<file path="src/rtl/csv_stream_tokenizer_top_defines.svh">
// Assertion macros for the CSV stream tokenizer.
`ifndef CSV_STREAM_TOKENIZER_TOP_DEFINES_SVH
`define CSV_STREAM_TOKENIZER_TOP_DEFINES_SVH

`ifndef SYNTH
// a holds at this edge, so b holds at the same edge
`define CSVT_ASSERT_IMPLY(label, clk, rst_n, a, b) \
	label: assert property (@(posedge clk) disable iff (!(rst_n)) (a) |-> (b)) \
		else $error("csv tokenizer: same-cycle check failed");
// a holds at this edge, so b holds at the next edge
`define CSVT_ASSERT_NEXT(label, clk, rst_n, a, b) \
	label: assert property (@(posedge clk) disable iff (!(rst_n)) (a) |=> (b)) \
		else $error("csv tokenizer: next-cycle check failed");
`else
`define CSVT_ASSERT_IMPLY(label, clk, rst_n, a, b)
`define CSVT_ASSERT_NEXT(label, clk, rst_n, a, b)
`endif

`endif

</file>
<file path="src/rtl/csvt_pkg.sv">
// Shared types, codes and constants of the CSV stream tokenizer.
package csvt_pkg;

	localparam int COUNT_BITS_DEF = 24;
	localparam int BYTE_W         = 8;
	localparam int FIELD_W        = 24;
	localparam int KIND_W         = 3;

	localparam logic [BYTE_W-1:0] CH_QUOTE = 8'h22;
	localparam logic [BYTE_W-1:0] CH_COMMA = 8'h2C;
	localparam logic [BYTE_W-1:0] CH_CR    = 8'h0D;
	localparam logic [BYTE_W-1:0] CH_LF    = 8'h0A;

	localparam logic ACTION_BYTE = 1'b0;
	localparam logic ACTION_END  = 1'b1;

	typedef enum logic [KIND_W-1:0] {
		KIND_NONE      = 3'd0,
		KIND_DATA      = 3'd1,
		KIND_FIELD     = 3'd2,
		KIND_ROW       = 3'd3,
		KIND_END_OK    = 3'd4,
		KIND_QUOTE_ERR = 3'd5,
		KIND_COUNT_ERR = 3'd6
	} kind_t;

	typedef enum logic [1:0] {
		MODE_NORMAL  = 2'd0,
		MODE_QUOTED  = 2'd1,
		MODE_PENDING = 2'd2
	} mode_t;

	typedef enum logic {
		ST_IDLE = 1'b0,
		ST_DIV  = 1'b1
	} state_t;

	// status of the remainder unit
	typedef struct packed {
		logic done;
		logic rem_zero;
	} rem_stat_t;

endpackage

</file>
<file path="src/rtl/csvt_rem.sv">
// Iterative restoring remainder unit: one dividend bit per cycle.
module csvt_rem import csvt_pkg::*; #(
	parameter int W = COUNT_BITS_DEF
) (
	input  logic         clk,
	input  logic         arst_n,
	input  logic         start,
	input  logic [W-1:0] dividend,
	input  logic [W-1:0] divisor,
	output rem_stat_t    stat
);

	localparam int CNT_W = $clog2(W + 1);

	logic             busy_q;
	logic             done_q;
	logic [CNT_W-1:0] cnt_q;
	logic [W-1:0]     rem_q;
	logic [W-1:0]     dvd_q;
	logic [W-1:0]     dvs_q;

	logic [W:0]       shifted;
	logic [W+1:0]     diff;
	logic [W-1:0]     rem_next;

	always_comb begin
		shifted  = {rem_q, dvd_q[W-1]};
		diff     = {1'b0, shifted} - {2'b00, dvs_q};
		// no borrow: shifted >= divisor, keep the difference
		rem_next = diff[W+1] ? shifted[W-1:0] : diff[W-1:0];
	end

	always_ff @(posedge clk or negedge arst_n) begin
		if (!arst_n) begin
			busy_q <= 1'b0;
			done_q <= 1'b0;
		end else if (start) begin
			busy_q <= 1'b1;
			done_q <= 1'b0;
		end else if (busy_q && cnt_q == CNT_W'(1)) begin
			busy_q <= 1'b0;
			done_q <= 1'b1;
		end
	end

	always_ff @(posedge clk) begin
		if (start) begin
			rem_q <= '0;
			dvd_q <= dividend;
			dvs_q <= divisor;
			cnt_q <= CNT_W'(W);
		end else if (busy_q) begin
			rem_q <= rem_next;
			dvd_q <= {dvd_q[W-2:0], 1'b0};
			cnt_q <= cnt_q - CNT_W'(1);
		end
	end

	assign stat.done     = done_q;
	assign stat.rem_zero = (rem_q == '0);

endmodule

</file>
<file path="src/rtl/csv_stream_tokenizer_top.sv">
// Top level of the CSV stream tokenizer: byte classifier, counters and end check.
//
// channel  dir  tdata                      tuser
// s_*      in   [7:0] byte_value           [0] action (0 byte, 1 end)
// m_*      out  [7:0] out_byte,            [2:0] kind
//               [31:8] field_total, [55:32] row_total
//
// A byte item is classified in the cycle it is accepted; its result sits in the
// output register, so a new byte is taken whenever that register is empty or drained.
// An end item with a clean quote state and a nonzero row count runs the remainder unit,
// one bit per cycle, loading once done with a free slot; other end items load when accepted.
// s_tready is low while the remainder runs or while the output register holds a stalled item.
// Reset is asynchronous, active low; it clears mode, counters and the output valid.
`include "csv_stream_tokenizer_top_defines.svh"

module csv_stream_tokenizer_top import csvt_pkg::*; #(
	parameter int COUNT_BITS = COUNT_BITS_DEF
) (
	input  logic        clk,
	input  logic        arst_n,
	input  logic        s_tvalid,
	output logic        s_tready,
	input  logic [7:0]  s_tdata,   // [7:0] byte_value
	input  logic [0:0]  s_tuser,   // [0] action
	output logic        m_tvalid,
	input  logic        m_tready,
	output logic [55:0] m_tdata,   // [7:0] out_byte, [31:8] field_total, [55:32] row_total
	output logic [2:0]  m_tuser    // [2:0] kind
);

	localparam logic [COUNT_BITS-1:0] CNT_MAX = '1;

	state_t                state_q, state_d;
	mode_t                 mode_q, mode_d;
	logic [COUNT_BITS-1:0] field_q, field_d;
	logic [COUNT_BITS-1:0] row_q, row_d;

	logic                  m_valid_q;
	kind_t                 kind_q;
	logic [BYTE_W-1:0]     byte_q;
	logic [FIELD_W-1:0]    ftot_q, rtot_q;

	logic                  slot_free;
	logic                  in_acc;
	logic                  action;
	logic [BYTE_W-1:0]     in_byte;
	logic                  load;
	logic                  rem_start;
	kind_t                 kind_d;
	logic [BYTE_W-1:0]     byte_d;
	logic [COUNT_BITS-1:0] rep_field, rep_row;
	logic [FIELD_W+COUNT_BITS-1:0] field_ext, row_ext;

	// outside-quotes classification of the incoming byte
	kind_t                 nk;
	logic [BYTE_W-1:0]     nb;
	mode_t                 nmode;
	logic                  nf_inc, nr_inc;
	logic [COUNT_BITS-1:0] field_inc, row_inc;

	rem_stat_t             rem_stat;

	csvt_rem #(.W(COUNT_BITS)) u_rem (
		.clk      (clk),
		.arst_n   (arst_n),
		.start    (rem_start),
		.dividend (field_q),
		.divisor  (row_q),
		.stat     (rem_stat)
	);

	assign action  = s_tuser[0];
	assign in_byte = s_tdata;

	assign slot_free = !m_valid_q || m_tready;
	assign s_tready  = (state_q == ST_IDLE) && slot_free;
	assign in_acc    = s_tvalid && s_tready;

	assign field_inc = (field_q == CNT_MAX) ? field_q : field_q + COUNT_BITS'(1);
	assign row_inc   = (row_q == CNT_MAX) ? row_q : row_q + COUNT_BITS'(1);

	always_comb begin
		nk     = KIND_DATA;
		nb     = in_byte;
		nmode  = MODE_NORMAL;
		nf_inc = 1'b0;
		nr_inc = 1'b0;
		case (in_byte)
			CH_QUOTE: begin
				nk    = KIND_NONE;
				nb    = '0;
				nmode = MODE_QUOTED;
			end
			CH_COMMA: begin
				nk     = KIND_FIELD;
				nb     = '0;
				nf_inc = 1'b1;
			end
			CH_CR: begin
				nk = KIND_NONE;
				nb = '0;
			end
			CH_LF: begin
				nk     = KIND_ROW;
				nb     = '0;
				nf_inc = 1'b1;
				nr_inc = 1'b1;
			end
			default: begin
				nk = KIND_DATA;
				nb = in_byte;
			end
		endcase
	end

	always_comb begin
		state_d   = state_q;
		mode_d    = mode_q;
		field_d   = field_q;
		row_d     = row_q;
		load      = 1'b0;
		rem_start = 1'b0;
		kind_d    = KIND_NONE;
		byte_d    = '0;
		rep_field = field_q;
		rep_row   = row_q;
		case (state_q)
			ST_IDLE: begin
				if (in_acc) begin
					if (action == ACTION_END) begin
						if (mode_q == MODE_QUOTED || mode_q == MODE_PENDING) begin
							load    = 1'b1;
							kind_d  = KIND_QUOTE_ERR;
							mode_d  = MODE_NORMAL;
							field_d = '0;
							row_d   = '0;
						end else if (row_q == '0) begin
							load    = 1'b1;
							kind_d  = KIND_COUNT_ERR;
							mode_d  = MODE_NORMAL;
							field_d = '0;
							row_d   = '0;
						end else begin
							rem_start = 1'b1;
							state_d   = ST_DIV;
						end
					end else begin
						load = 1'b1;
						case (mode_q)
							MODE_QUOTED: begin
								if (in_byte == CH_QUOTE) begin
									mode_d = MODE_PENDING;
									kind_d = KIND_NONE;
								end else begin
									kind_d = KIND_DATA;
									byte_d = in_byte;
								end
							end
							MODE_PENDING: begin
								if (in_byte == CH_QUOTE) begin
									// doubled quote: one literal quote
									mode_d = MODE_QUOTED;
									kind_d = KIND_DATA;
									byte_d = CH_QUOTE;
								end else begin
									mode_d  = nmode;
									kind_d  = nk;
									byte_d  = nb;
									field_d = nf_inc ? field_inc : field_q;
									row_d   = nr_inc ? row_inc : row_q;
								end
							end
							default: begin
								mode_d  = nmode;
								kind_d  = nk;
								byte_d  = nb;
								field_d = nf_inc ? field_inc : field_q;
								row_d   = nr_inc ? row_inc : row_q;
							end
						endcase
						rep_field = field_d;
						rep_row   = row_d;
					end
				end
			end
			ST_DIV: begin
				if (rem_stat.done && slot_free) begin
					load    = 1'b1;
					kind_d  = rem_stat.rem_zero ? KIND_END_OK : KIND_COUNT_ERR;
					mode_d  = MODE_NORMAL;
					field_d = '0;
					row_d   = '0;
					state_d = ST_IDLE;
				end
			end
			default: begin
				state_d = ST_IDLE;
			end
		endcase
	end

	assign field_ext = {{FIELD_W{1'b0}}, rep_field};
	assign row_ext   = {{FIELD_W{1'b0}}, rep_row};

	always_ff @(posedge clk or negedge arst_n) begin
		if (!arst_n) begin
			state_q   <= ST_IDLE;
			mode_q    <= MODE_NORMAL;
			field_q   <= '0;
			row_q     <= '0;
			m_valid_q <= 1'b0;
		end else begin
			state_q <= state_d;
			mode_q  <= mode_d;
			field_q <= field_d;
			row_q   <= row_d;
			if (load) begin
				m_valid_q <= 1'b1;
			end else if (m_tready) begin
				m_valid_q <= 1'b0;
			end
		end
	end

	always_ff @(posedge clk) begin
		if (load) begin
			kind_q <= kind_d;
			byte_q <= byte_d;
			ftot_q <= field_ext[FIELD_W-1:0];
			rtot_q <= row_ext[FIELD_W-1:0];
		end
	end

	assign m_tvalid = m_valid_q;
	assign m_tdata  = {rtot_q, ftot_q, byte_q};
	assign m_tuser  = kind_q;

	`CSVT_ASSERT_NEXT(a_end_starts_div, clk, arst_n,
		in_acc && action == ACTION_END && mode_q == MODE_NORMAL && row_q != '0,
		state_q == ST_DIV)
	`CSVT_ASSERT_NEXT(a_div_holds_counts, clk, arst_n,
		state_q == ST_DIV && !rem_stat.done,
		$stable(field_q) && $stable(row_q))
	`CSVT_ASSERT_NEXT(a_end_clears_state, clk, arst_n,
		load && (kind_d == KIND_END_OK || kind_d == KIND_QUOTE_ERR ||
			kind_d == KIND_COUNT_ERR),
		field_q == '0 && row_q == '0 && mode_q == MODE_NORMAL)

endmodule
</file>
<file path="config.mk">
export PLATFORM = sky130hd
export DESIGN_NAME = csv_stream_tokenizer_top
export DESIGN_NICKNAME = d
export VERILOG_FILES = /design/src/rtl/csvt_pkg.sv /design/src/rtl/csvt_rem.sv /design/src/rtl/csv_stream_tokenizer_top.sv
export VERILOG_INCLUDE_DIRS = /design/src /design/src/rtl
export SDC_FILE = /design/constraint.sdc
export NUM_CORES = 1
export LEC_CHECK = 0
export ABC_AREA = 1
export CAP_MARGIN = 20
export CORE_ASPECT_RATIO = 0.5
export CORE_UTILIZATION = 30
export DETAILED_ROUTE_END_ITERATION = 10
export DONT_BUFFER_PORTS = 1
export GPL_TIMING_DRIVEN = 0
export PLACE_DENSITY_LB_ADDON = 0.1
export RECOVER_POWER = 50
export SETUP_SLACK_MARGIN = 0.02
export SKIP_CTS_REPAIR_TIMING = 1
export SYNTH_ARGS = -nofsm -noshare
export SYNTH_HDL_FRONTEND = slang
export SYNTH_SLANG_ARGS = --single-unit
</file>
<file path="constraint.sdc">
create_clock -name clk -period 2.1 [get_ports clk]
set_input_delay 0.315 -clock clk [delete_from_list [all_inputs] [get_ports clk]]
set_output_delay 0.315 -clock clk [all_outputs]
set_load 0.03 [all_outputs]
</file>
[Word-level counts from Yosys, hierarchy flattened]
Index checks and enable logic that the tools add are counted.
Storage, ports and cells
  word-level logic and storage cells: 124
  bits of input ports: 13
  register bits: 190
  output and inout port bits: 61
Cells by class
  bitwise gates (word level): 2
  add/sub/neg operators: 4
  eq/ne operators: 13
  reductions and logical operators: 18
  mux-type cells: 72
Operator list (number)
  $mux 24: 22
  $pmux 24 s2: 4
  $add 24x1->24 const B: 2
  $eq 24x24->1 const B: 2
  $logic_not 24->1: 2
  $sub 25x24->26: 1
  $mux 8: 3
  $mux 1: 22
  $mux 3: 6
  $eq 8x4->1 const B: 2
  $eq 8x6->1 const B: 2
  $pmux 8 s2: 1
  $mux 2: 7
  $pmux 3 s2: 2
  $pmux 2 s2: 2
  $pmux 2 s3: 1
  $reduce_bool 2->1: 3
  $eq 5x1->1 const B: 1
  $sub 5x1->5 const B: 1
  $logic_and 1x1->1: 4
  $ne 4x2->1 const B: 1
  $ne 4x3->1 const B: 1
  $pmux 1 s2: 2
  $reduce_and 4->1: 1
  11 further kinds: 14

[Longest topological paths before layout]
Gate-level depths: netlist of the first run.
  word-level depth: 9
  depth in mapped cells: 16
  depth with buffers taken out: 16

[By module]
A second synthesis of the first run with hierarchy kept.
Unflattened totals
  cell total of the unflattened synthesis: 1664
  area total of the unflattened synthesis: 12127.9 um^2
Modules (own cells, without submodules)
  csv_stream_tokenizer_top: instances 1, area an instance 6960.4 um^2, cells each 927, sequential area each 3072.9 um^2
  csvt_rem: instances 1, area an instance 5167.5 um^2, cells each 737, sequential area each 2072.0 um^2

[Worst setup path before layout of the first run]
Ideal clock, no wire load.
  path type: reg2reg
  start: reg m_valid_q (netlist: m_tvalid)
  end: reg u_rem.dvs_q[0] (enable)
  data arrival time: 2188 ps
  cell stages (with the launch flop): 6
  slack: -469 ps
  clock period less this slack: 2569 ps
  cells stage by stage: dfrtp_1 > a21oi_1 > nand2_1 > nor2_1 > nand3_2 > inv_1
On the way
  longest elaborated chain between the ends: 6
RTL lines
  from (decl): RTL line csv_stream_tokenizer_top.sv:38  | logic m_valid_q;
  from (signal assigned): RTL line csv_stream_tokenizer_top.sv:211  | m_valid_q <= 1'b0;
  from (signal assigned): RTL line csv_stream_tokenizer_top.sv:218  | m_valid_q <= 1'b1;
  from (signal assigned): RTL line csv_stream_tokenizer_top.sv:220  | m_valid_q <= 1'b0;
  $logic_not 1->1: RTL line csv_stream_tokenizer_top.sv:75  | assign slot_free = !m_valid_q || m_tready;
  $logic_or 1x1->1: RTL line csv_stream_tokenizer_top.sv:75
  $logic_and 1x1->1: RTL line csv_stream_tokenizer_top.sv:76  | assign s_tready = (state_q == ST_IDLE) && slot_free;
  named net s_tready: RTL line csv_stream_tokenizer_top.sv:22  | output logic s_tready,
  $logic_and 1x1->1: RTL line csv_stream_tokenizer_top.sv:77  | assign in_acc = s_tvalid && s_tready;
  $mux 1: RTL line csv_stream_tokenizer_top.sv:129  | if (in_acc) begin
  $mux 1: RTL line csv_stream_tokenizer_top.sv:127  | case (state_q)
  named net rem_start: RTL line csv_stream_tokenizer_top.sv:48  | logic rem_start;
  to (signal assigned): RTL line csvt_rem.sv:50  | dvs_q <= divisor;
  to (decl): RTL line csvt_rem.sv:20  | logic [W-1:0] dvs_q;
The timed path passes the listed nets, and every way through them passes these cells.
A chain may end at the register's enable or synchronous reset.

[Worst setup path in the final report of the first run]
  start: reg row_q[20]
  end: reg kind_q[2] (netlist: m_tuser[2]) (enable)
On the way
  longest elaborated chain between the ends: 6
RTL lines
  from (decl): RTL line csv_stream_tokenizer_top.sv:36  | logic [COUNT_BITS-1:0] row_q, row_d;
  from (signal assigned): RTL line csv_stream_tokenizer_top.sv:216  | row_q <= row_d;
  $logic_not 24->1: RTL line csv_stream_tokenizer_top.sv:137  | end else if (row_q == '0) begin
  $mux 1: RTL line csv_stream_tokenizer_top.sv:137
  $mux 1: RTL line csv_stream_tokenizer_top.sv:131  | if (mode_q == MODE_QUOTED || mode_q == MODE_PENDING) begin
  $mux 1: RTL line csv_stream_tokenizer_top.sv:130  | if (action == ACTION_END) begin
  $mux 1: RTL line csv_stream_tokenizer_top.sv:129
  $pmux 1 s2: RTL line csv_stream_tokenizer_top.sv:127
  to (signal assigned): RTL line csv_stream_tokenizer_top.sv:227  | kind_q <= kind_d;
  to (decl): RTL line csv_stream_tokenizer_top.sv:39  | kind_t kind_q;
No other way between the ends.

==> results.md, run 1 <==
Synth:
- After Yosys synthesis, and, or, nand and nor cells account for a little under a third of the synthesized area.
- Summing every instance area after synthesis gives roughly 12000 um^2.
- The combinational family with the most area after synthesis is simple AND/OR/NAND/NOR gates.
- The count of mapped cells out of synthesis is about 1600.
- Sequential elements use between 40% and 50% of the synthesized area.
- The post-synthesis register bit count is 190.
- The number of nets handed over by synthesis was 1602.
- The number of distinct library cells after synthesis is between 40 and 50.
- Averaged over all synthesized cells, the footprint is 7.54 um^2.
- The mux share of post-synthesis cell area is 0%.
- The adder and majority gate portion of the synthesized area is between 3 and 4%.
- The xor and xnor area share after synthesis is 3.06%.
- The warning count from the yosys run is 0.
- The complex-gate fraction of the synthesized area is between 10% and 20%.

Critical path:
- The delay of the slowest critical-path stage is between 0.4 and 0.5 ns.
- Traced cell by cell, the critical path runs through buf_2 > nor2_1 > nand3_1 > nor2_2 > nand4_1 > buf_6 > nand2_2 > inv_2 > nand3_4 > nand2_8 > clkinv_16 > clkbuf_16.
- The nature of the critical path startpoint is a flip-flop.
- The standard cell with the maximum stage delay on the critical path is dfrtp_1.
- The arrival time at the worst endpoint is 2.35 ns.
- The required time of the critical path is around 2.3 ns.
- The maximum fanout along the worst path is 9.
- The nature of the critical path endpoint is a flip-flop.
- The type of the worst setup path is flip-flop to flip-flop.

STA:
- The number of hold-slack violations in the final timing report is 0.
- Once routing completed, OpenROAD measured the worst setup slack at -0.0639 ns.
- Setup violations remaining at the end of the flow were counted as between 60 and 70.
- Static timing analysis puts the maximum clock frequency at between 400 and 500 MHz.
- The count of pins over their slew limit is 0.
- Between clock sinks in the finished design, the worst skew comes to ~0.013 ns.
- Subtracting the final worst setup slack from the clock period gives approximately 2.2 ns.
- Setup repair after global routing could not meet its margin everywhere.
- The final critical path takes up 103% of the cycle.
- For the pin with the worst max-slew slack, the measured transition is roughly 1.5 ns.
- Headroom to the max-slew limit came out at approximately 1.9%.

Finish:
- In the layout the commonest cells are nand2_1, nand3_1, inv_1, edfxtp_1, nor2_1.
- For this run, the post-layout net count is around 1700.
- The most frequent standard cell in the layout excluding fill and tap cells is nand2_1.
- The number of fill cells in the layout is ~3800.
- The proportion of layout cells with a drive suffix above 1 is between 20% and 30%.
- Cells fill between 40 and 50% of the core in the end.
- The area growth from synthesis to layout is 32.2%.

CTS:
- The library cell used as clock root buffer is clkbuf_16.
- The clock-pin slew on the worst setup and hold paths is 0.08 ns.
- The worst-case clock buffer depth is 2.
- The H-tree was split into 4 levels.
- TritonCTS built the clock tree.
- The source-to-sink clock delay at the later pin of the worst-skew pair is roughly 0.46 ns.
- The total clock buffers created by CTS is 17.
- The number of clock sinks seen by CTS is 190.

Detailed routing:
- The via count is about 11000.
- After the first detailed-routing iteration, the DRC count stood at roughly 860.
- In the routed layout, each cell is associated on average with a via count of roughly 5.
- The detail-routed net length per standard cell is between 15 and 20 um.
- The post-route DRC violation count is 0.
- The remaining antenna violation count is 0.
- The number of detailed-routing iterations run before antenna repair is 5.
- The total length of routed wires is about 44000 um.

Pwr:
- The design draws approximately 25 mW.
- The cell area power density is about 1600 nW/um^2.
- The leakage power of the design is approximately 6.7 nW.
- Across the VDD grid, the largest voltage drop is about 0.50 mV.
- For this design the total switching power over the nets is 11.5 mW.
- The cell-internal power is between 10 and 15 mW.
- Of the total power, the share spent switching nets is 46.6%.
- The relative contribution of sequential cells to total power is approximately a third.
- The part of the total power dissipated in the clock network is a little over an eighth.
- The part of the total power dissipated in combinational logic is 54.3%.

Place:
- Routability-driven placement finished with a final weighted congestion of about 0.94.
- The post-detailed-placement half-perimeter wirelength is ~29000 um.
- The number of I/O port buffers is 0.

Floorplan:
- The floorplan step set the die height to ~140 um.
- The initial standard-cell utilization of the core is a little under a third.
- The floorplan has 50 rows.
- The total I/O pin count is 74.
- The total core area is 38000 um^2.
- The floorplan step set the die width to roughly 280 um.
- The die covers 40000 um^2.

Job:
- The max-capacitance violation count is 0.

Hold path:
- The type of the tightest min-delay check is input port to flip-flop.

Global routing:
- Global routing consumed, over all layers together, between 10% and 20% of the routing resources.
- Entering global routing, the biggest net connects 69 pins.
- The first-pass GRT wire length is ~60000 um.
- The total global routing overflow is 0.
- The via count of the first global-routing pass is 10200.
- The initial antenna violation count came to 1.

Status:
- The run finished, with violations left.
- The checks that failed: setup timing.
registers in the layout (all words and copies together) (netlist names), 2 cells and up:
name / count
field_q: 24
row_q: 24
u_rem.rem_q: 24
u_rem.cnt_q: 5
rtot_q: 24
u_rem.dvd_q: 24
ftot_q: 24
u_rem.dvs_q: 24
byte_q: 8
mode_q: 2
m_tuser: 3
logic make-up (layout without fill, tap and decap cells):
family,Yosys count,after routing
and+or+nand+nor,833,835
AOI/OAI and AO/OA,237,237
buffers and inverters,224,344
DFF,190,190
xor gates and xnor gates,41,41
adders and majority gates,32,32
other,0,1
cell usage after synthesis, drive strengths merged:
| master | instances | share of area (%) |
|---|---|---|
| o211ai | 23 | 1.5 |
| a21oi | 65 | 2.8 |
| xor2 | 26 | 1.9 |
| or3 | 1 | 0.053 |
| a21boi | 1 | 0.064 |
| o21a | 1 | 0.064 |
| inv | 152 | 4.9 |
| a31oi | 1 | 0.053 |
| nor3 | 21 | 1.3 |
| dfxtp | 29 | 4.9 |
| o21ai | 134 | 5.8 |
| o21bai | 4 | 0.26 |
| nand3 | 152 | 6.6 |
| a211oi | 2 | 0.13 |
| ha | 31 | 3.3 |
| clkinv | 2 | 0.064 |
| nor2 | 103 | 3.5 |
| nand4 | 13 | 0.75 |
| edfxtp | 107 | 27 |
| or2 | 1 | 0.053 |
| dfrtp | 54 | 12 |
| nand3b | 17 | 1.1 |
| fa | 1 | 0.17 |
| o22ai | 2 | 0.11 |
| a21o | 3 | 0.19 |
| buf | 51 | 2.5 |
| nand2 | 515 | 17 |
| xnor2 | 15 | 1.1 |
| o311ai | 1 | 0.075 |
| nor4 | 10 | 0.53 |
| clkbuf | 19 | 0.62 |
per-stage QoR:
step | area (um^2) | setup WS [ns] | hold slack [ns] | std cells | setup TNS (ns)
2_1_floorplan | 11800 | 0.0352 | 0.0194 | 1557 | 0
3_3_place_gp | 12400 | -0.925 | 0.0220 | 2077 | -148.08
3_5_place_dp | 12400 | -0.939 | 0.0218 | 2077 | -150.52
4_1_cts | 13000 | -0.925 | -0.480 | 2109 | -151.58
5_1_grt | 15500 | -0.131 | 0.0651 | 2199 | -7.69
6_report | 15500 | -0.0639 | 0.0744 | 2200 | -1.66
path summary, 6_finish.rpt:
| kind | from | endpoint | slack (ns) | cells past startpoint |
|---|---|---|---|---|
| worst max-delay path | row_q[20] | m_tuser[2] | -0.06 | 12 |
| worst min-delay path | m_tready | m_tvalid | 0.07 | 3 |
| worst max register to register | row_q[20] | m_tuser[2] | -0.06 | 12 |
| worst min register to register | row_q[12] | u_rem.dvs_q[12] | 0.44 | 0 |
| max in group asynchronous | arst_n | field_q[9] | 0.34 | 2 |
| min in group asynchronous | arst_n | field_q[2] | 0.72 | 2 |
power by group through the flow:
stage	clock [mW]	sequential, mW	combinational, mW
after floorplan	0	7.45	6.13
after global placement	0	7.86	8.22
after detailed placement	0	7.88	8.25
after CTS	3.32	7.81	8.30
after global routing	3.47	8.13	14.4
final	3.25	7.97	13.3
metal layers:
layer	vias up	track usage (%)	part of all wire, %
met2	330	31.5	45
li1	5403	-	-
met1	5436	28.2	47
met5	-	0	0
met4	0	5.72	2.5
met3	59	3.11	5.4
cell type report:
| cell class | instances | area (um^2) | share of cell area, % |
|---|---|---|---|
| clock buffer | 17 | 425 | 2.74 |
| sequential | 190 | 5170 | 33.3 |
| antenna | 1 | 2.50 | 0.0161 |
| clock inverter | 15 | 144 | 0.927 |
| timing repair buffer | 86 | 995 | 6.41 |
| buffer | 70 | 614 | 3.96 |
| multi-input combinational | 1145 | 6880 | 44.3 |
| tap | 520 | 651 | 4.19 |
| timing repair inverter | 2 | 23.8 | 0.153 |
| inverter | 154 | 623 | 4.01 |
worst max-delay path: cells and delay by family, from the launching register on:
kind	cells	cell delay, ns
flops	1	0.41
buf+inv	5	0.71
simple gates	7	0.73
No activity file was read; power rests on OpenSTA's default activity.
==> inputs of run 2 (changes only) <==
==> constraint.sdc (replaced) <==
create_clock -name clk -period 1.8 [get_ports clk]
set_input_delay 0.27 -clock clk [delete_from_list [all_inputs] [get_ports clk]]
set_output_delay 0.27 -clock clk [all_outputs]
set_load 0.03 [all_outputs]
==> results.md, run 2 (synthesis results as in run 1) <==
Global routing:
- The initial antenna violation count is 0 (-1).
- The via count of the first global-routing pass is 10500 (+2.1%).
- The combined global-route utilization of all metal layers came to 20.1% (+0.16 points).
- The first-pass GRT wire length is 60700 um (+1.5%).
- The total global routing overflow is 0 (unchanged).
- The largest net degree at the start of global routing was 69 (unchanged).

Critical path:
- The arrival time at the worst endpoint is 2.36 ns (about the same).
- The required time of the critical path is 1.97 ns (-0.31 ns).
- The worst setup path is launched from a flip-flop.
- The maximum fanout along the worst path was 5 (-4).
- The nature of the critical path endpoint is a flip-flop.
- Grouping stages by cell kind, the critical path spends the most delay in buffers and inverters.
- The delay of the slowest critical-path stage is 0.50 ns (+0.09 ns).
- The worst setup path is of the flip-flop to flip-flop kind.
- Walking the worst path, the cells encountered are a21oi_4 > nand2_4 > nor2_4 > nand3_4 > buf_6 > clkinvlp_4 > buf_8 > clkbuf_16.
- The count of buffering cells on the critical path with inverters included is 4 (-1).
- The standard cell with the maximum stage delay on the critical path is dfrtp_2.

CTS:
- The clock-pin slew on the worst setup and hold paths is 0.08 ns (about the same).
- The source-to-sink clock delay at the later pin of the worst-skew pair is 0.47 ns (about the same).
- The worst-case clock buffer depth was 2 (unchanged).
- The total clock buffers created by CTS came to 17 (unchanged).
- TritonCTS built the clock tree.
- The count of H-tree levels built during CTS came to 4 (unchanged).
- The tree is rooted in a clkbuf_16.
- The number of clock sinks seen by CTS is 190 (unchanged).

Job:
- The max-capacitance violation count is 0 (unchanged).

Detailed routing:
- The total length of routed wires was 43300 um (-0.39%).
- The via density per instance came to 5.03 (-1.5%).
- The number of DRC markers after the initial detailed-route iteration is 740 (-14%).
- The post-route DRC violation count is 0 (unchanged).
- The via count is 11300 (+0.27%).
- The remaining antenna violation count is 0 (unchanged).
- The number of detailed-routing iterations run before antenna repair came to 5 (unchanged).
- The detail-routed net length per standard cell is 19.4 um (-2.1%).

Finish:
- The number of fill cells in the layout was 3739 (-2.0%).
- The area growth from synthesis to layout is 41.1%.
- The net total in the final layout is 1751 (+2.3%).
- The antenna diode instance count is 0 (-1).
- Leaving out fill and tap cells, the most frequent cell in the layout is nand2_1.
- In the layout the commonest cells are nand2_1, nand3_1, edfxtp_1.
- The total area of multi-input combinational cells is 7190 um^2 (+4.6%).
- The proportion of layout cells with a drive suffix above 1 was 32.9% (+5.6 points).
- The total area of sequential cells is 5170 um^2 (about the same).

Floorplan:
- The total I/O pin count is 74 (unchanged).
- The area enclosed by the die boundary came to 40000 um^2 (unchanged).
- The initial standard-cell utilization of the core is 30.9% (unchanged).
- The total core area was 38000 um^2 (unchanged).
- The die span in x is 282 um (unchanged).
- The cell row count came to 50 (unchanged).
- The floorplan die height is 142 um (unchanged).

Pwr:
- The relative contribution of sequential cells to total power came to 31.7% (-0.7 points).
- The cell-internal power came to 16.0 mW (+22%).
- The part of the total power dissipated in the clock network came to 13.2% (about the same).
- The power dissipated by switching net loads was 13.2 mW (+15%).
- The cell area power density is 1760 nW/um^2 (+11%).
- The peak supply drop is 0.705 mV (+40%).
- The part of the total power dissipated in combinational logic was 55.0% (+0.7 points).
- The leakage power of the design came to 7.05 nW (+5.7%).
- The fraction of power spent switching nets was 45.1% (-1.5 points).

STA:
- The count of pins over their slew limit is 0 (unchanged).
- The post-route fraction of the period consumed by the critical path is 122% (+19 points).
- The maximum clock frequency is 457 MHz (-1.1%).
- The count of final setup violators is 266 (+330%).
- The final-layout setup total negative slack is -68.53 ns (-66.87 ns).
- The measured slew at the worst slew-check pin is 0.877 ns (-0.594 ns).
- The worst max-slew margin expressed relative to the limit is 41.5% (+40 points).
- The slack of the critical path is -0.389 ns (-0.325 ns).
- The number of hold-slack violations in the final timing report is 0 (unchanged).
- Setup repair after global routing could not meet its margin everywhere.
- The worst clock skew is 0.0172 ns (+0.00431 ns).
- The shortest period the worst path allows is 2.19 ns (+0.0251 ns).

Place:
- The post-placement setup slack came to -0.959 ns (-0.0194 ns).
- The number of I/O port buffers is 0 (unchanged).
- The last weighted congestion value of the routability-driven placer is 0.915 (-2.9%).
- The post-detailed-placement half-perimeter wirelength is 29500 um (+0.24%).

Status:
- The checks that failed: setup timing.
- The flow ran to the end, but the final reports show violations.

Hold path:
- The type of the tightest min-delay check is input port to flip-flop.
==> run 2: cell count changes in the layout (fill, tap and decap cells not counted), moves of 8 or more <==
cell / delta
o21ai_0: -15
buf_2: -10
clkbuf_16: +8
nand2_1: -30
buf_8: +9
nor2_1: -14
buf_6: +14
buf_12: +11
buf_4: +16
o21ai_2: +14
nand2_2: +32
nor2_4: +8
==> run 2: metrics by stage <==
step	util, %	std cells	instance area (um^2)	power [mW]	hold slack (ns)
final	43.7	2239	16600	29.2	0.0273
after global routing	43.7	2239	16600	31.0	0.0430
after CTS	35.2	2109	13400	23.5	-0.537
after detailed placement	33.7	2077	12800	19.6	-0.0230
after global placement	33.7	2077	12800	19.5	-0.0220
after floorplan	-	1557	12100	16.6	-0.0256
==> run 2: tightest hold or removal path: cells and delay by family <==
family	cells	cell delay (ns)
buffers and inverters	1	0.05
and+or+nand+nor	2	0.14
==> run 2: power groups by stage <==
stage	clock (mW)	combinational (mW)	sequential [mW]
after floorplan	0	7.80	8.77
after global placement	0	10.2	9.24
after detailed placement	0	10.3	9.26
after CTS	3.96	10.4	9.17
after global routing	4.12	17.5	9.44
final	3.86	16.1	9.26
==> run 2: routing by layer <==
| layer | up-vias | track usage (%) | part of all wire [%] |
|---|---|---|---|
| li1 | 5499 | - | - |
| met1 | 5431 | 26.2 | 45 |
| met2 | 263 | 33.6 | 47 |
| met3 | 65 | 3.75 | 4.6 |
| met4 | 0 | 6.61 | 3.2 |
| met5 | - | 0 | 0 |
==> run 2: path summary, 6_finish.rpt <==
kind / startpoint / end / slack (ns) / cells past startpoint
setup / recovery: m_tvalid / u_rem.dvs_q[3] / -0.39 / 8
hold / removal: m_tready / m_tvalid / 0.03 / 3
setup reg to reg: m_tvalid / u_rem.dvs_q[3] / -0.39 / 8
hold reg to reg: row_q[13] / u_rem.dvs_q[13] / 0.45 / 0
max in group asynchronous: arst_n / row_q[22] / 0.65 / 2
min in group asynchronous: arst_n / field_q[16] / 0.51 / 2
==> run 2: final cells by class <==
type	instances	area share, %
multi-input cells	1144	43.4
flip-flops and latches	190	31.2
repair buffers	126	8.85
plain buffers	70	5.02
well taps	520	3.93
inverters	154	3.88
clock buffers	21	2.97
clock inverters	11	0.551
repair inverters	3	0.242
==> inputs of run 3 (changes only) <==
==> constraint.sdc (replaced) <==
create_clock -name clk -period 1.8 [get_ports clk]
set_input_delay 0.36 -clock clk [delete_from_list [all_inputs] [get_ports clk]]
set_output_delay 0.36 -clock clk [all_outputs]
set_load 0.03 [all_outputs]
==> results.md, run 3 (synthesis results as in run 1) <==
Place:
- The number of I/O port buffers came to 0 (unchanged).
- The last weighted congestion value of the routability-driven placer is 0.919 (+0.38%).
- The post-detailed-placement half-perimeter wirelength came to 29600 um (+0.18%).
- The post-placement setup slack is -0.939 ns (+0.0200 ns).

Floorplan:
- The total core area is 38000 um^2 (unchanged).
- The area enclosed by the die boundary is 40000 um^2 (unchanged).
- The floorplan die height came to 142 um (unchanged).
- The initial standard-cell utilization of the core was 30.9% (unchanged).
- The cell row count came to 50 (unchanged).
- The total I/O pin count was 74 (unchanged).
- The die span in x is 282 um (unchanged).

STA:
- The count of final setup violators came to 267 (+0.38%).
- The slack of the critical path is -0.395 ns (-0.00633 ns).
- The measured slew at the worst slew-check pin came to 0.541 ns (-0.336 ns).
- The shortest period the worst path allows is 2.20 ns (+0.00633 ns).
- The number of hold-slack violations in the final timing report is 0 (unchanged).
- The count of pins over their slew limit is 0 (unchanged).
- The post-route fraction of the period consumed by the critical path was 122% (+0.35 points).
- The worst max-slew margin expressed relative to the limit is 63.6% (+22 points).
- The maximum clock frequency is 456 MHz (-0.29%).
- The minimum hold slack was 0.115 ns (+0.0875 ns).
- The worst clock skew was 0.0164 ns (-0.000858 ns).
- Setup repair after global routing could not meet its margin everywhere.

Pwr:
- The fraction of power spent switching nets is 46.1% (+0.96 points).
- The part of the total power dissipated in the clock network is 12.3% (-0.9 points).
- The part of the total power dissipated in combinational logic is 57.6% (+2.6 points).
- The sum of internal, switching and leakage power is 31.0 mW (+6.3%).
- The leakage power of the design came to 7.62 nW (+8.2%).
- The cell-internal power is 16.7 mW (+4.4%).
- The power dissipated by switching net loads was 14.3 mW (+8.6%).
- The peak supply drop is 0.674 mV (-4.5%).
- The relative contribution of sequential cells to total power is 30.2% (-1.5 points).
- The cell area power density is 1750 nW/um^2 (-0.51%).

CTS:
- TritonCTS built the clock tree.
- The library cell used as clock root buffer is clkbuf_16.
- The source-to-sink clock delay at the later pin of the worst-skew pair is 0.46 ns (about the same).
- The total clock buffers created by CTS was 17 (unchanged).
- The worst-case clock buffer depth came to 2 (unchanged).
- The number of clock sinks seen by CTS is 190 (unchanged).
- The count of H-tree levels built during CTS is 4 (unchanged).
- The clock-pin slew on the worst setup and hold paths is 0.08 ns (about the same).

Finish:
- Leaving out fill and tap cells, the most frequent cell in the layout is nand2_1.
- The net total in the final layout was 1797 (+2.6%).
- The area growth from synthesis to layout is 50.8%.
- The library cells used most frequently in the layout, excluding fill and tap cells, are nand2_1, buf_4, edfxtp_1.
- The proportion of layout cells with a drive suffix above 1 is 42.8% (+9.9 points).
- The antenna diode instance count is 0 (unchanged).
- The utilization after layout is 46.6% (+3.0 points).

Critical path:
- The arrival time at the worst endpoint came to 2.38 ns (+0.02 ns).
- The critical path goes through nand2_1 > nand2_1 > nor2_1 > inv_1 > nand2_1 > nand2_8 > clkinv_8 > clkbuf_16.
- Grouping stages by cell kind, the critical path spends the most delay in simple AND/OR/NAND/NOR gates.
- STA classifies the critical path startpoint as a flip-flop.
- The flop-to-flop setup slack was -0.40 ns (about the same).
- The cell with the most instances on the worst path is nand2_1.
- The delay of the slowest critical-path stage was 0.50 ns (about the same).
- The required time of the critical path came to 1.98 ns (about the same).
- The type of the worst setup path is flip-flop to flip-flop.
- The count of buffering cells on the critical path with inverters included is 3 (-1).
- The nature of the critical path endpoint is a flip-flop.
- On the critical path, the stage with the largest delay is an instance of dfrtp_2.
- The maximum fanout along the worst path came to 5 (unchanged).

Detailed routing:
- The via count is 11600 (+2.6%).
- The number of DRC markers after the initial detailed-route iteration is 772 (+4.3%).
- The via density per instance was 5.06 (+0.58%).
- The remaining antenna violation count is 0 (unchanged).
- The number of detailed-routing iterations run before antenna repair is 5 (unchanged).
- The total length of routed wires came to 45400 um (+4.8%).
- The post-route DRC violation count is 0 (unchanged).
- The detail-routed net length per standard cell is 19.9 um (+2.7%).

Global routing:
- The via count of the first global-routing pass is 10300 (-1.1%).
- The first-pass GRT wire length came to 60000 um (-1.2%).
- The largest net degree at the start of global routing came to 69 (unchanged).
- The initial antenna violation count is 0 (unchanged).
- The total global routing overflow is 0 (unchanged).
- The combined global-route utilization of all metal layers is 20.0% (-0.17 points).

Hold path:
- The tightest min-delay check is of the input port to flip-flop type.

Status:
- The checks that failed: setup timing.
- The flow ran to the end, but the final reports show violations.

Job:
- The max-capacitance violation count is 0 (unchanged).
-- run 3: path summary, 6_finish.rpt --
check | from | endpoint | cells after the start
min in group asynchronous | arst_n | field_q[14] | 2
worst min register to register | row_q[11] | u_rem.dvs_q[11] | 0
worst max register to register | m_tvalid | rtot_q[3] | 8
worst max-delay path | m_tvalid | rtot_q[3] | 8
max in group asynchronous | arst_n | row_q[17] | 2
worst min-delay path | s_tdata[7] | byte_q[7] | 2
-- run 3: power groups by stage --
stage               Sequential (mW)  Clock [mW]  Combinational, mW
floorplan                      8.77           0               7.80
finish                         9.35        3.80               17.9
detailed placement             9.26           0               10.3
global route                   9.53        4.05               19.2
global placement               9.24           0               10.3
CTS                            9.18        3.89               10.4
-- run 3: stage by stage --
step	cell area (um^2)	cells	TNS (ns)
after detailed placement	12800	2077	-153.96
after global routing	17700	2285	-87.22
final	17700	2285	-67.40
after global placement	12800	2077	-152.54
after CTS	13300	2109	-156.39
after floorplan	12100	1557	-14.72
-- run 3: layout make-up --
cell class	instances	area [um^2]
plain buffers	68	833
clock inverters	13	123
repair inverters	3	35.0
fillers	3629	20300
multi-input cells	1145	7810
well taps	520	651
inverters	154	661
repair buffers	173	1980
clock buffers	19	443
flip-flops and latches	190	5180
-- run 3: per-layer routing --
layer / track usage (%) / share of wire, % / wire [um]
met5: 0 / 0 / 0
met4: 6.55 / 2.8 / 1270
met3: 3.03 / 3.2 / 1460
met2: 34.0 / 49 / 22100
met1: 25.9 / 45 / 20600
